===== src/ofp_pkg.sv =====
// shared types and constants for the orientation frame parser
`default_nettype none
package ofp_pkg;

    localparam logic [7:0] HDR_FIRST = 8'h46;
    localparam logic [7:0] HDR_REST  = 8'h45;

    localparam int PAYLOAD_LEN = 20;
    localparam int POS_W       = 5;
    localparam int IDX_W       = 5;

    localparam logic [POS_W-1:0] HDR_LEN  = 5'd3;
    localparam logic [POS_W-1:0] LAST_POS = 5'd22;

    localparam logic [1:0] AXIS_X = 2'd0;
    localparam logic [1:0] AXIS_Y = 2'd1;
    localparam logic [1:0] AXIS_Z = 2'd2;

    localparam logic [15:0] ROUND_BIAS  = 16'd5;
    localparam logic [15:0] RECIP_TEN   = 16'd52429;
    localparam int          RECIP_SHIFT = 19;
    localparam int          ANGLE_W     = 13;

    localparam int QUEUE_DEPTH = 2;

    typedef logic [7:0]  byte_t;
    typedef logic [15:0] word_t;

    // one complete frame, already split into words
    typedef struct packed {
        word_t [2:0] raw;
        word_t [2:0] offset;
        word_t [2:0] value;
        word_t       heading;
    } frame_t;

endpackage
`default_nettype wire


===== src/orientation_frame_parser.sv =====
// Orientation frame parser. One sensor byte is taken per transfer, and a new byte
// can be taken every cycle. The front hunts for the header "FEE", restarting a
// frame whenever it sees one, and stores the next 20 payload bytes. When the last
// payload byte arrives the whole frame goes into a two-entry queue; the back end
// then gives three results, x, y and z, in that order, with last_of_frame set
// on z; a frame passes the queue entry, the multiply stage and the output stage
// in turn. The rate of the back end is one result per cycle while out_ready is
// high, set by its two-stage multiply and output pipeline; input stalls only
// when both queue entries hold frames. Bytes outside a frame give no result.
`default_nettype none
module orientation_frame_parser (
    input  wire logic         clk,
    input  wire logic         rst_n,
    input  wire logic         in_valid,
    output logic              in_ready,
    input  wire logic [7:0]   rx_byte,
    output logic              out_valid,
    input  wire logic         out_ready,
    output logic [1:0]        axis_index,
    output logic [15:0]       raw_word,
    output logic [15:0]       offset_word,
    output logic signed [15:0] axis_value,
    output logic signed [12:0] rounded_angle,
    output logic [15:0]       heading_word,
    output logic              last_of_frame
);
    import ofp_pkg::*;

    logic   push_valid, push_ready;
    frame_t push_data;
    logic   pop_valid, pop_ready;
    frame_t pop_data;

    ofp_front u_front (
        .clk        (clk),
        .rst_n      (rst_n),
        .in_valid   (in_valid),
        .in_ready   (in_ready),
        .rx_byte    (rx_byte),
        .push_valid (push_valid),
        .push_ready (push_ready),
        .push_data  (push_data)
    );

    ofp_queue u_queue (
        .clk        (clk),
        .rst_n      (rst_n),
        .push_valid (push_valid),
        .push_ready (push_ready),
        .push_data  (push_data),
        .pop_valid  (pop_valid),
        .pop_ready  (pop_ready),
        .pop_data   (pop_data)
    );

    ofp_back u_back (
        .clk           (clk),
        .rst_n         (rst_n),
        .frame_valid   (pop_valid),
        .frame_ready   (pop_ready),
        .frame         (pop_data),
        .out_valid     (out_valid),
        .out_ready     (out_ready),
        .axis_index    (axis_index),
        .raw_word      (raw_word),
        .offset_word   (offset_word),
        .axis_value    (axis_value),
        .rounded_angle (rounded_angle),
        .heading_word  (heading_word),
        .last_of_frame (last_of_frame)
    );

endmodule
`default_nettype wire


===== src/ofp_front.sv =====
// byte hunter: header search, payload capture and frame hand-off
`default_nettype none
module ofp_front (
    input  wire logic          clk,
    input  wire logic          rst_n,
    input  wire logic          in_valid,
    output logic               in_ready,
    input  wire ofp_pkg::byte_t rx_byte,
    output logic               push_valid,
    input  wire logic          push_ready,
    output ofp_pkg::frame_t    push_data
);
    import ofp_pkg::*;

    byte_t            win_reg [2];
    logic             in_frame_reg, in_frame_next;
    logic [POS_W-1:0] pos_reg, pos_next;
    byte_t            payload_reg [PAYLOAD_LEN];

    logic             accept;
    logic             hdr_hit;
    logic             closing;
    logic             store_en;
    logic [IDX_W-1:0] store_idx;
    byte_t            fb [PAYLOAD_LEN];

    assign in_ready  = push_ready;
    assign accept    = in_valid && in_ready;
    assign hdr_hit   = (win_reg[1] == HDR_FIRST) && (win_reg[0] == HDR_REST)
                       && (rx_byte == HDR_REST);
    assign store_en  = accept && !hdr_hit && in_frame_reg;
    assign closing   = store_en && (pos_reg == LAST_POS);
    assign store_idx = pos_reg - HDR_LEN;

    assign push_valid = closing;

    always_comb
    begin
        in_frame_next = in_frame_reg;
        pos_next      = pos_reg;
        if (accept && hdr_hit)
        begin
            in_frame_next = 1'b1;
            pos_next      = HDR_LEN;
        end
        else if (store_en)
        begin
            pos_next = pos_reg + 5'd1;
            if (closing)
                in_frame_next = 1'b0;
        end
    end

    // the closing byte goes straight into the frame, the store has not caught it yet
    always_comb
    begin
        for (int i = 0; i < PAYLOAD_LEN - 1; i++)
            fb[i] = payload_reg[i];
        fb[PAYLOAD_LEN-1] = rx_byte;
        for (int a = 0; a < 3; a++)
        begin
            push_data.raw[a]    = {fb[2*a],      fb[2*a + 1]};
            push_data.offset[a] = {fb[6 + 2*a],  fb[7 + 2*a]};
            push_data.value[a]  = {fb[12 + 2*a], fb[13 + 2*a]};
        end
        push_data.heading = {fb[18], fb[19]};
    end

    always_ff @(posedge clk or negedge rst_n)
    begin
        if (!rst_n)
        begin
            win_reg[0]   <= '0;
            win_reg[1]   <= '0;
            in_frame_reg <= 1'b0;
            pos_reg      <= '0;
        end
        else
        begin
            if (accept)
            begin
                win_reg[1] <= win_reg[0];
                win_reg[0] <= rx_byte;
            end
            in_frame_reg <= in_frame_next;
            pos_reg      <= pos_next;
        end
    end

    always_ff @(posedge clk)
    begin
        if (store_en)
            payload_reg[store_idx] <= rx_byte;
    end

endmodule
`default_nettype wire


===== src/ofp_queue.sv =====
// short frame queue between the byte hunter and the result stage
`default_nettype none
module ofp_queue (
    input  wire logic            clk,
    input  wire logic            rst_n,
    input  wire logic            push_valid,
    output logic                 push_ready,
    input  wire ofp_pkg::frame_t push_data,
    output logic                 pop_valid,
    input  wire logic            pop_ready,
    output ofp_pkg::frame_t      pop_data
);
    import ofp_pkg::*;

    localparam int PTR_W = (QUEUE_DEPTH > 1) ? $clog2(QUEUE_DEPTH) : 1;
    localparam int CNT_W = $clog2(QUEUE_DEPTH + 1);
    localparam logic [PTR_W-1:0] PTR_LAST = PTR_W'(QUEUE_DEPTH - 1);

    frame_t           entry_reg [QUEUE_DEPTH];
    logic [PTR_W-1:0] wr_ptr_reg, wr_ptr_next;
    logic [PTR_W-1:0] rd_ptr_reg, rd_ptr_next;
    logic [CNT_W-1:0] count_reg, count_next;
    logic             do_push, do_pop;

    assign push_ready = (count_reg != CNT_W'(QUEUE_DEPTH));
    assign pop_valid  = (count_reg != '0);
    assign pop_data   = entry_reg[rd_ptr_reg];
    assign do_push    = push_valid && push_ready;
    assign do_pop     = pop_valid && pop_ready;

    always_comb
    begin
        wr_ptr_next = wr_ptr_reg;
        rd_ptr_next = rd_ptr_reg;
        count_next  = count_reg;
        if (do_push)
            wr_ptr_next = (wr_ptr_reg == PTR_LAST) ? '0 : wr_ptr_reg + PTR_W'(1);
        if (do_pop)
            rd_ptr_next = (rd_ptr_reg == PTR_LAST) ? '0 : rd_ptr_reg + PTR_W'(1);
        if (do_push && !do_pop)
            count_next = count_reg + CNT_W'(1);
        else if (do_pop && !do_push)
            count_next = count_reg - CNT_W'(1);
    end

    always_ff @(posedge clk or negedge rst_n)
    begin
        if (!rst_n)
        begin
            wr_ptr_reg <= '0;
            rd_ptr_reg <= '0;
            count_reg  <= '0;
        end
        else
        begin
            wr_ptr_reg <= wr_ptr_next;
            rd_ptr_reg <= rd_ptr_next;
            count_reg  <= count_next;
        end
    end

    always_ff @(posedge clk)
    begin
        if (do_push)
            entry_reg[wr_ptr_reg] <= push_data;
    end

endmodule
`default_nettype wire


===== src/ofp_back.sv =====
// result stage: walks the three axes of a frame and rounds the angle
`default_nettype none
module ofp_back (
    input  wire logic            clk,
    input  wire logic            rst_n,
    input  wire logic            frame_valid,
    output logic                 frame_ready,
    input  wire ofp_pkg::frame_t frame,
    output logic                 out_valid,
    input  wire logic            out_ready,
    output logic [1:0]           axis_index,
    output logic [15:0]          raw_word,
    output logic [15:0]          offset_word,
    output logic signed [15:0]   axis_value,
    output logic signed [12:0]   rounded_angle,
    output logic [15:0]          heading_word,
    output logic                 last_of_frame
);
    import ofp_pkg::*;

    logic [1:0]  axis_reg, axis_next;
    logic        issue, b_adv, c_load;
    logic        b_valid_reg, b_valid_next;
    logic        c_valid_reg, c_valid_next;

    word_t       sel_value;
    logic        sel_sign;
    word_t       mag;
    word_t       biased;
    logic [31:0] prod;

    // multiply stage
    logic [1:0]         b_axis_reg;
    word_t              b_raw_reg, b_offset_reg, b_value_reg, b_heading_reg;
    logic               b_sign_reg;
    logic [ANGLE_W-1:0] b_quo_reg;

    // output stage
    logic [1:0]         c_axis_reg;
    word_t              c_raw_reg, c_offset_reg, c_value_reg, c_heading_reg;
    logic [ANGLE_W-1:0] c_angle_reg;

    assign c_load      = !c_valid_reg || out_ready;
    assign b_adv       = c_load;
    assign issue       = frame_valid && (!b_valid_reg || b_adv);
    assign frame_ready = issue && (axis_reg == AXIS_Z);

    assign sel_value = frame.value[axis_reg];
    assign sel_sign  = sel_value[15];
    assign mag       = sel_sign ? (~sel_value + 16'd1) : sel_value;
    // |v| + 5 then divide by ten through the reciprocal, exact below 2^16
    assign biased    = mag + ROUND_BIAS;
    assign prod      = biased * RECIP_TEN;

    always_comb
    begin
        axis_next    = axis_reg;
        b_valid_next = b_valid_reg;
        c_valid_next = c_valid_reg;
        if (issue)
            axis_next = (axis_reg == AXIS_Z) ? AXIS_X : axis_reg + 2'd1;
        if (issue)
            b_valid_next = 1'b1;
        else if (b_adv)
            b_valid_next = 1'b0;
        if (c_load)
            c_valid_next = b_valid_reg;
    end

    always_ff @(posedge clk or negedge rst_n)
    begin
        if (!rst_n)
        begin
            axis_reg    <= AXIS_X;
            b_valid_reg <= 1'b0;
            c_valid_reg <= 1'b0;
        end
        else
        begin
            axis_reg    <= axis_next;
            b_valid_reg <= b_valid_next;
            c_valid_reg <= c_valid_next;
        end
    end

    always_ff @(posedge clk)
    begin
        if (issue)
        begin
            b_axis_reg    <= axis_reg;
            b_raw_reg     <= frame.raw[axis_reg];
            b_offset_reg  <= frame.offset[axis_reg];
            b_value_reg   <= sel_value;
            b_heading_reg <= frame.heading;
            b_sign_reg    <= sel_sign;
            b_quo_reg     <= prod[RECIP_SHIFT +: ANGLE_W];
        end
        if (c_load && b_valid_reg)
        begin
            c_axis_reg    <= b_axis_reg;
            c_raw_reg     <= b_raw_reg;
            c_offset_reg  <= b_offset_reg;
            c_value_reg   <= b_value_reg;
            c_heading_reg <= b_heading_reg;
            c_angle_reg   <= b_sign_reg ? (~b_quo_reg + 13'd1) : b_quo_reg;
        end
    end

    assign out_valid     = c_valid_reg;
    assign axis_index    = c_axis_reg;
    assign raw_word      = c_raw_reg;
    assign offset_word   = c_offset_reg;
    assign axis_value    = c_value_reg;
    assign rounded_angle = c_angle_reg;
    assign heading_word  = c_heading_reg;
    assign last_of_frame = (c_axis_reg == AXIS_Z);

endmodule
`default_nettype wire


===== config.mk =====
export PLATFORM = sky130hd
export DESIGN_NAME = orientation_frame_parser
export DESIGN_NICKNAME = d
export VERILOG_FILES = /design/src/ofp_pkg.sv /design/src/orientation_frame_parser.sv /design/src/ofp_front.sv /design/src/ofp_queue.sv /design/src/ofp_back.sv
export SDC_FILE = /design/constraint.sdc
export NUM_CORES = 1
export LEC_CHECK = 0
export BUFFER_PORTS_ARGS = -buffer_cell sky130_fd_sc_hd__buf_2
export CORE_MARGIN = 2
export CORE_UTILIZATION = 30
export CTS_CLUSTER_DIAMETER = 80
export DETAILED_ROUTE_END_ITERATION = 10
export SYNTH_ARGS = -nofsm -noshare
export SYNTH_HDL_FRONTEND = slang
export SYNTH_SLANG_ARGS = --single-unit

===== constraint.sdc =====
create_clock -name clk -period 18.64 [get_ports clk]
set_input_delay 1.864 -clock clk [delete_from_list [all_inputs] [get_ports clk]]
set_output_delay 1.864 -clock clk [all_outputs]
set_load 0.01 [all_outputs]

* Yosys cells after proc, flatten, opt, wreduce, memory -nomap -nowiden *
Memories as Yosys holds them, arrays and structs flattened.
Index checks and enable logic that the tools add are counted.

storage, ports and cells
  RAM bits = 480
  logic and storage cells = 97
  memories = 2
  input bits = 12
  flip-flop bits (word level) = 189

cells by class
  magnitude comparators = 1
  equality and inequality tests = 7
  mux-type cells = 24
  reductions and logical operators = 27
  bitwise logic cells = 2
  add/sub/neg operators = 10
  multiply operators = 1

memory list
  name                 words  width  rd ports  clocked after memory_dff  wr ports  RTL line         text
  u_queue.entry_reg    2      160    1         0                         1         ofp_queue.sv:19  frame_t entry_reg [QUEUE_DEPTH];
  u_front.payload_reg  20     8      19        0                         1         ofp_front.sv:18  byte_t payload_reg [PAYLOAD_LEN];

operators by type and width
  kind                                                         number
  binary-select mux 16 bit (select 2 bit)                      3
  two-way mux 16 bit                                           4
  multiplier 16 x 16 -> 32 bit (second input constant)         1
  equality test 8 x 7 -> 1 bit (second input constant)         3
  adder 16 x 1 -> 16 bit (second input constant)               1
  adder 16 x 3 -> 16 bit (second input constant)               1
  inverter 16 bit                                              1
  logical AND 1 bit                                            14
  adder 13 x 1 -> 13 bit (second input constant)               1
  two-way mux 13 bit                                           1
  inverter 13 bit                                              1
  two-way mux 1 bit                                            11
  two-way mux 5 bit                                            2
  nonzero test 2 bit                                           5
  two-way mux 2 bit                                            3
  adder 5 x 1 -> 5 bit (second input constant)                 1
  equality test 5 bit (second input constant)                  1
  zero test 1 bit                                              5
  subtractor 5 x 2 -> 5 bit (second input constant)            1
  adder 2 x 1 -> 2 bit (second input constant)                 2
  equality test 2 bit (second input constant)                  2
  less-than comparator 2 x 3 -> 1 bit (second input constant)  1
  adder 1 bit (second input constant)                          2
  logical OR 1 bit                                             2
  3 further kinds                                              3

* Longest topological paths before layout *
Gate-level depths: netlist of run 1.

  word-level depth = 12
  mapped depth = 34
  depth with buffers taken out = 31

* Cells and area by module *
Synthesis of run 1 repeated with hierarchy kept, for this count alone.

second synthesis, totals
  cell total of the unflattened synthesis = 1789
  area, all modules = 29688.5 um2

modules (own cells, without submodules)
  module     seq. area each (um2)  area an instance (um2)  instances  cells each
  ofp_queue  9709.3                12101.6                 1          516
  ofp_back   4844.6                11566.1                 1          947
  ofp_front  5114.9                6020.8                  1          326

* Worst setup path after synthesis of run 1 *
OpenSTA, ideal clock, no wires.

  path type = input -> register
  start = in rx_byte[6]
  end = mem u_queue.entry_reg[0][0] (netlist bit) (enable)
  stages on the path = 5
  slack = 8.151 ns
  arrival time = 9.788 ns
  cell sequence = nor4b_1 > nand4_1 > nor2_1 > nor4b_1 > nor2b_1

between the ends
  word-level cells in the longest chain between the ends = 9

RTL lines
  element                                  RTL line                        text
  start, declared                          orientation_frame_parser.sv:16  input wire logic [7:0] rx_byte,
  equality test 8 x 7 -> 1 bit             ofp_front.sv:30                 && (rx_byte == HDR_REST);
  logical AND 1 bit                        ofp_front.sv:30
  zero test 1 bit                          ofp_front.sv:31                 assign store_en = accept && !hdr_hit && in_frame_reg;
  logical AND 1 bit (2 in a row)           ofp_front.sv:31
  logical AND 1 bit                        ofp_front.sv:32                 assign closing = store_en && (pos_reg == LAST_POS);
  logical AND 1 bit                        ofp_queue.sv:28                 assign do_push = push_valid && push_ready;
  net u_queue.do_push                      ofp_queue.sv:23                 logic do_push, do_pop;
  two-way mux 1 bit                        ofp_queue.sv:64                 if (do_push)
  two-way mux 1 bit (not written as such)  ofp_queue.sv:65                 entry_reg[wr_ptr_reg] <= push_data;
  end, declared                            ofp_queue.sv:19

The timed path passes the listed nets, and every way through them passes these cells.

* Final worst setup path of run 1 *
  start = reg u_back.axis_reg[1]
  end = reg u_back.b_quo_reg[9] (data pin)

between the ends
  word-level cells in the longest chain between the ends = 7

RTL lines
  element                                       RTL line        text
  start, declared                               ofp_back.sv:21  logic [1:0] axis_reg, axis_next;
  start signal, assigned                        ofp_back.sv:80  axis_reg <= axis_next;
  binary-select mux 16 bit (select 2 bit) (*)   ofp_back.sv:48  assign sel_value = frame.value[axis_reg];
  two-way mux 16 bit (not written as such) (*)  ofp_back.sv:48
  inverter 16 bit                               ofp_back.sv:50  assign mag = sel_sign ? (~sel_value + 16'd1) : sel_value;
  adder 16 x 1 -> 16 bit                        ofp_back.sv:50
  two-way mux 16 bit (*)                        ofp_back.sv:50
  adder 16 x 3 -> 16 bit (*)                    ofp_back.sv:52  assign biased = mag + ROUND_BIAS;
  multiplier 16 x 16 -> 32 bit (*)              ofp_back.sv:53  assign prod = biased * RECIP_TEN;
  net u_back.prod[28]                           ofp_back.sv:30  logic [31:0] prod;
  end signal, assigned                          ofp_back.sv:96  b_quo_reg <= prod[RECIP_SHIFT +: ANGLE_W];
  end, declared                                 ofp_back.sv:36  logic [ANGLE_W-1:0] b_quo_reg;

Mark *: on every way through the listed nets, which the timed path passes. The rest lies on a longest branch. The select of a mux whose other input is x is not followed.
A chain may end at the register's enable or synchronous reset.

==> results of run 1 <==
## cell usage in the layout (no fill, tap or decap), drive strengths merged, types with 7 or more instances in the layout
master / count
nor2: 74
buf: 105
xnor2: 43
a22oi: 7
o21ai: 18
clkbuf: 86
mux2: 80
clkinv: 28
a21oi: 85
nor3: 10
nand2: 30
nand3: 10
a21o: 13
nand2b: 17
nand4: 7
bufinv: 9
fa: 78
nor2b: 10
and3: 12
edfxtp: 630
ha: 145
xor2: 20
dfrtp: 30
a221oi: 38
inv: 179
mux2i: 53
## critical path, delay by kind of cell, from the launching register on
family,cells,cell delay [ns]
flip-flops,1,1.05
AND/OR/NAND/NOR,8,1.79
buffers and inverters,6,1.33
adder cells (fa/ha/maj),7,2.99
XOR/XNOR,3,1.03
AO/OA/AOI/OAI,7,2.54
## layer usage
metal  vias up  track usage  share of wire
li1       6632            -              -
met1      7250        0.149           0.43
met2       213        0.211           0.51
met3        84       0.0214          0.034
met4         4       0.0314          0.019
met5         -            0        0.00036
## per-stage QoR
| stage | cell area [sq um] | util | hold WS (ns) | std cells | setup WS [ns] |
|---|---|---|---|---|---|
| after floorplan | 28500 | - | 0.400 | 1722 | 8.15 |
| after global placement | 30500 | 0.322 | 0.401 | 3039 | 7.68 |
| after detailed placement | 30500 | 0.322 | 0.405 | 3039 | 7.46 |
| after CTS | 32800 | 0.347 | 0.417 | 3166 | 7.40 |
| after global routing | 32800 | 0.347 | 0.421 | 3166 | 6.80 |
| final | 32900 | 0.347 | 0.416 | 3167 | 7.52 |
## logic make-up (layout without fill, tap and decap cells)
logic type                 Yosys count  count (layout)
xor gates and xnor gates            63              63
AOI/OAI and AO/OA                  204             204
and+or+nand+nor                    205             205
muxes                              138             138
DFF                                660             660
adders and majority gates          223             223
buffers and inverters              229             408
other                                0               1
## where the power goes
group	total, uW	switching (uW)	internal [uW]	leakage (uW)
registers	1610	2.76	1610	0.00602
logic	18.1	12.6	5.43	0.00466
clock network	1420	568	855	0.00115
## final cells by class
cell class / count / area (sq um) / share of cell area
Antenna cell: 1 / 2.50 / 0.0000762
Clock buffer: 86 / 1900 / 0.0577
Clock inverter: 41 / 483 / 0.0147
Inverter: 176 / 663 / 0.0202
Multi-Input combinational cell: 833 / 7980 / 0.243
Sequential cell: 660 / 19700 / 0.599
Tap cell: 1265 / 1580 / 0.0482
Timing Repair Buffer: 105 / 568 / 0.0173
## path summary, 6_finish.rpt
path	to	slack, ns	depth (start not counted)
worst max-delay path	u_back.b_quo_reg[9]	7.52	31
worst min-delay path	u_back.axis_value[3]	0.42	0
worst max register to register	u_back.b_quo_reg[9]	7.52	31
worst min register to register	u_back.axis_value[3]	0.42	0
max in group asynchronous	u_back.axis_reg[1]	16.78	1
min in group asynchronous	u_back.b_valid_reg	1.32	1
## cells in the mapped netlist (12+ instances only)
cell        n
ha_1      145
nand2b_1   17
mux2i_1    53
a221oi_1   38
fa_1       78
clkbuf_1   28
xor2_1     20
inv_1     174
a21oi_1    85
dfrtp_1    30
xnor2_1    42
nor2_1     73
mux2_2     70
edfxtp_1  630
buf_1      15
a21o_1     13
o21ai_0    17
and3_1     12
nand2_1    30
==> run_results.csv, run 1 <==
group,metric,value,unit
timing,min_period,11.12,ns
status,status,"finished clean",
timing,tightest_slew,1.33,ns
place,gp_congestion,0.883,
global_routing,gr-total-overflow,0,
cts,cts_root_buf,"clkbuf_16",
logic_synthesis,yosys.area.top_type_share,0.664,
setup_path,worstSetupPathType,"reg -> reg",
cts,cts-resized-gates,0,
flow_run,timing.max_cap.violations,0,
logic_synthesis,syn_area,28500,sq um
logic_synthesis,synth-seq-area-share,0.690,
floorplan,pin_count,94,
logic_synthesis,synth_adder_area_share,0.118,
logic_synthesis,synth-simple-area-share,0.0383,
finish,fillCellCount,8897,
timing,drv_slew,0,
global_routing,grt_max_degree,154,
timing,final-setup-viol-count,0,
cts,cts_tree,"built",
finish,nNetsFinal,2083,
setup_path,slowest_delay,1.05,ns
floorplan,dieArea,97500,sq um
timing,hold_viol_final,0,
routing,post_drt_wl_per_cell,18.4,um
cts,htreeDepth,3,
routing,drt_iter0_drc,906,
hold_path,min-delay-start,"u_back.b_value_reg[3]",
global_routing,antenna_found_initial,4,
place,io_buffers,93,
logic_synthesis,ys.flop_type,"edfxtp_1",
timing,rsz0062_at_grt,"no",
cts,clk_latency,0.60,ns
logic_synthesis,syn_avg_cell_area,16.6,sq um
power,p_total,3050,uW
timing,fin_crit_sh,0.597,
logic_synthesis,synthTopCellsByArea,"edfxtp_1, ha_1, fa_1",
global_routing,grtUsageTotal,0.119,
routing,vias,14183,
logic_synthesis,synth_compound_area_frac,0.0479,
cts,cts_buffers,72,
setup_path,r2r-start,"u_back.axis_reg[1]",
routing,routed_wl,58400,um
setup_path,end_kind,"flop",
cts,post_cts_buffers,0,
cts,hold_buffers,0,
setup_path,crit_fanout,79,
floorplan,core,94600,sq um
timing,fin_tns_setup,0,ns
setup_path,worstPathRequired,18.96,ns
logic_synthesis,synth_top_family_by_area,"adder cells",
finish,largest_reg_flops,320,
routing,ant_nets,0,
logic_synthesis,yosysTopAreaCell,"edfxtp_1",
power,max-vdd-ir-drop,0.0542,mV
place,dpl.hpwl,37500,um
timing,slew_headroom,0.101,
floorplan,die_y,312,um
floorplan,die_w,312,um
logic_synthesis,postSynthCellCount,1722,
logic_synthesis,synth_xor_area_frac,0.0196,
setup_path,crit_path_top_delay_cell,"dfrtp_4",
finish,area_growth,15.2,%
floorplan,initial_core_util,0.301,
setup_path,critPathLaunchType,"flop",
logic_synthesis,synth_seq_cells,660,
global_routing,first_global_vias,15108,
power,p_per_area,93.0,nW/um^2
power,leakage,0.0118,uW
cts,clk_pin_slew,0.06,ns
setup_path,startpoint,"u_back.axis_reg[1]",
logic_synthesis,ys_warn_count,0,
logic_synthesis,syn-num-nets,1957,
timing,finalClockSkew,0.0403,ns
cts,cts.sinks,660,
floorplan,num_rows,113,
logic_synthesis,synth_cell_type_count,66,
cts,cts_buffer_depth,3,
global_routing,grt_pass1_wl,89100,um
logic_synthesis,synth_enable_flop_cells,630,
finish,drive_gt1_frac,0.160,
logic_synthesis,async_reset_ff_frac,0.0455,
routing,drcViolationCount,0,
hold_path,min_path_type,"reg -> reg",
timing,fmax,0.0899,GHz
setup_path,cp.arrival,11.44,ns
routing,avgViaCountPerCell,4.48,
logic_synthesis,synth_mux_area_frac,0.0542,
routing,drt_first_pass_iters,5,
Power figures use the tool's default switching activity.
==> run 2, diff against run 1 <==
Clock period 18.64 ns to 9.5 ns, I/O delays scaled along.
==> run 2 against run 1 <==
  * Clock power is 100% higher
  * Register-to-register slack got worse by 7.0 ns
  * Sequential cell count stayed put
  * Non-clock buffer count is 14 higher
  * Critical path depth decreased by 3
  * Cell count up 0.63%
  * Routed wire length increased by 4.9%
  * Power up 98%
  * Clock skew shrank 0.019 ns
  * Sequential power rose by 96%
  * Maximum frequency increased by 24%
  * Die area stayed put
  * Largest cell class unchanged
==> run_results.csv, run 2 (same netlist as run 1, synthesis figures left out) <==
group,metric,value,unit
status,status,"finished clean",
timing,finalClockSkew,0.0214,ns
cts,cts_tree,"built",
timing,fin_crit_sh,0.943,
routing,vias,14323,
cts,clk_latency,0.61,ns
finish,final_cell_mix,"edfxtp_1, inv_1, ha_1",
setup_path,crit_path_top_delay_cell,"dfrtp_4",
finish,fin_util,0.350,
timing,hold_viol_final,0,
timing,final-setup-viol-count,0,
routing,routed_wl,61300,um
setup_path,worstSetupPathType,"reg -> reg",
cts,htreeDepth,3,
finish,fin_area,33100,sq um
floorplan,dieArea,97500,sq um
routing,ant_nets,0,
floorplan,core,94600,sq um
place,place_area,30600,sq um
timing,slew_headroom,0.276,
setup_path,crit_top_cell,"fa_1",
setup_path,reg2reg_depth,28,
timing,fin_tns_setup,0,ns
finish,diodes,0,
power,max-vdd-ir-drop,0.140,mV
finish,nNetsFinal,2098,
routing,drt_iter0_drc,1015,
finish,mostFrequentLayoutCell,"edfxtp_1",
timing,fmax,0.112,GHz
timing,rsz0062_at_grt,"no",
routing,avgViaCountPerCell,4.49,
setup_path,critPathCapture,"u_back.b_quo_reg[9]",
flow_run,timing.max_cap.violations,0,
setup_path,r2r_slack,0.55,ns
hold_path,min_path_type,"in -> async",
global_routing,gr-total-overflow,0,
place,place_worst_setup_slack,-0.0104,ns
floorplan,die_w,312,um
place,gp_congestion,0.838,
cts,cts_buffers,73,
routing,drcViolationCount,0,
finish,drive_gt1_frac,0.177,
finish,largest_reg_flops,320,
finish,multi_input_area,8030,sq um
cts,hold_buffers,0,
power,p_total,6060,uW
cts,clk_pin_slew,0.06,ns
timing,drv_slew,0,
setup_path,worstPathRequired,9.85,ns
timing,fin_ws,0.546,ns
timing,min_period,8.95,ns
setup_path,reg2reg_to,"u_back.b_quo_reg[9]",
power,leakage,0.0120,uW
cts,cts_root_buf,"clkbuf_16",
floorplan,pin_count,94,
power,p_per_area,183,nW/um^2
finish,area_growth,16.2,%
global_routing,grt_pass1_wl,92100,um
global_routing,antenna_found_initial,3,
setup_path,cp.arrival,9.31,ns
global_routing,first_global_vias,15373,
finish,seq_area,19700,sq um
setup_path,crit_fanout,22,
setup_path,startpoint,"u_back.axis_reg[1]",
timing,tightest_slew,1.08,ns
global_routing,grt_max_degree,70,
floorplan,num_rows,113,
cts,cts.sinks,660,
floorplan,initial_core_util,0.301,
global_routing,grtUsageTotal,0.124,
floorplan,die_y,312,um
cts,cts_buffer_depth,3,
place,dpl.hpwl,39600,um
finish,fillCellCount,8887,
setup_path,end_kind,"flop",
setup_path,r2r-start,"u_back.axis_reg[1]",
setup_path,slowest_delay,0.65,ns
place,io_buffers,93,
setup_path,critPathLaunchType,"flop",
routing,drt_first_pass_iters,5,
routing,post_drt_wl_per_cell,19.2,um
## run 2: metal layers
layer	track usage	vias up	share of wire
li1	-	6667	-
met3	0.0240	106	0.040
met5	0	-	0.00023
met2	0.216	264	0.51
met1	0.155	7282	0.42
met4	0.0382	4	0.027
## run 2: worst min-delay path by stage
stage          slack (ns)  cells past startpoint                 endpoint
2_1_floorplan        0.40                      0     u_back.axis_index[0]
3_3_place_gp         0.40                      0  u_back.heading_word[14]
3_5_place_dp         0.40                      0    u_back.offset_word[9]
4_1_cts              0.38                      1         u_back.out_valid
5_1_grt              0.42                      0    u_back.offset_word[7]
6_report             0.38                      1         u_back.out_valid
## run 2: report_power, final
part | switching [uW] | internal (uW) | total (uW)
registers | 5.42 | 3160 | 3160
clock network | 1170 | 1690 | 2860
logic | 25.2 | 10.4 | 35.6
## run 2: worst max-delay path, delay by kind of cell, from the launching register on
| family | cells | cell delay (ns) |
|---|---|---|
| buf+inv | 4 | 0.60 |
| fa+ha+maj | 8 | 3.54 |
| xor+xnor | 3 | 0.41 |
| mux | 1 | 0.61 |
| simple gates | 5 | 1.16 |
| compound gates | 7 | 1.70 |
| flops | 1 | 0.65 |
## run 2: area by class of cell
cell class | count | share of cell area
inverters | 176 | 0.0200
flip-flops and latches | 660 | 0.594
repair buffers | 119 | 0.0211
clock buffers | 93 | 0.0596
clock inverters | 41 | 0.0151
well taps | 1265 | 0.0478
multi-input cells | 833 | 0.242
## run 2: metrics by stage
stage	instances	hold WS [ns]
6_report	3187	0.385
5_1_grt	3187	0.417
4_1_cts	3185	0.379
3_5_place_dp	3051	0.405
3_3_place_gp	3051	0.404
2_1_floorplan	1722	0.400
## run 2: what timing repair did
| item | in CTS | in global routing |
|---|---|---|
| resized for setup | 2 | 6 |
| pin swaps | 0 | 0 |
| endpoints found under the setup margin | 1 | 8 |
| buffers inserted | 0 | 2 |
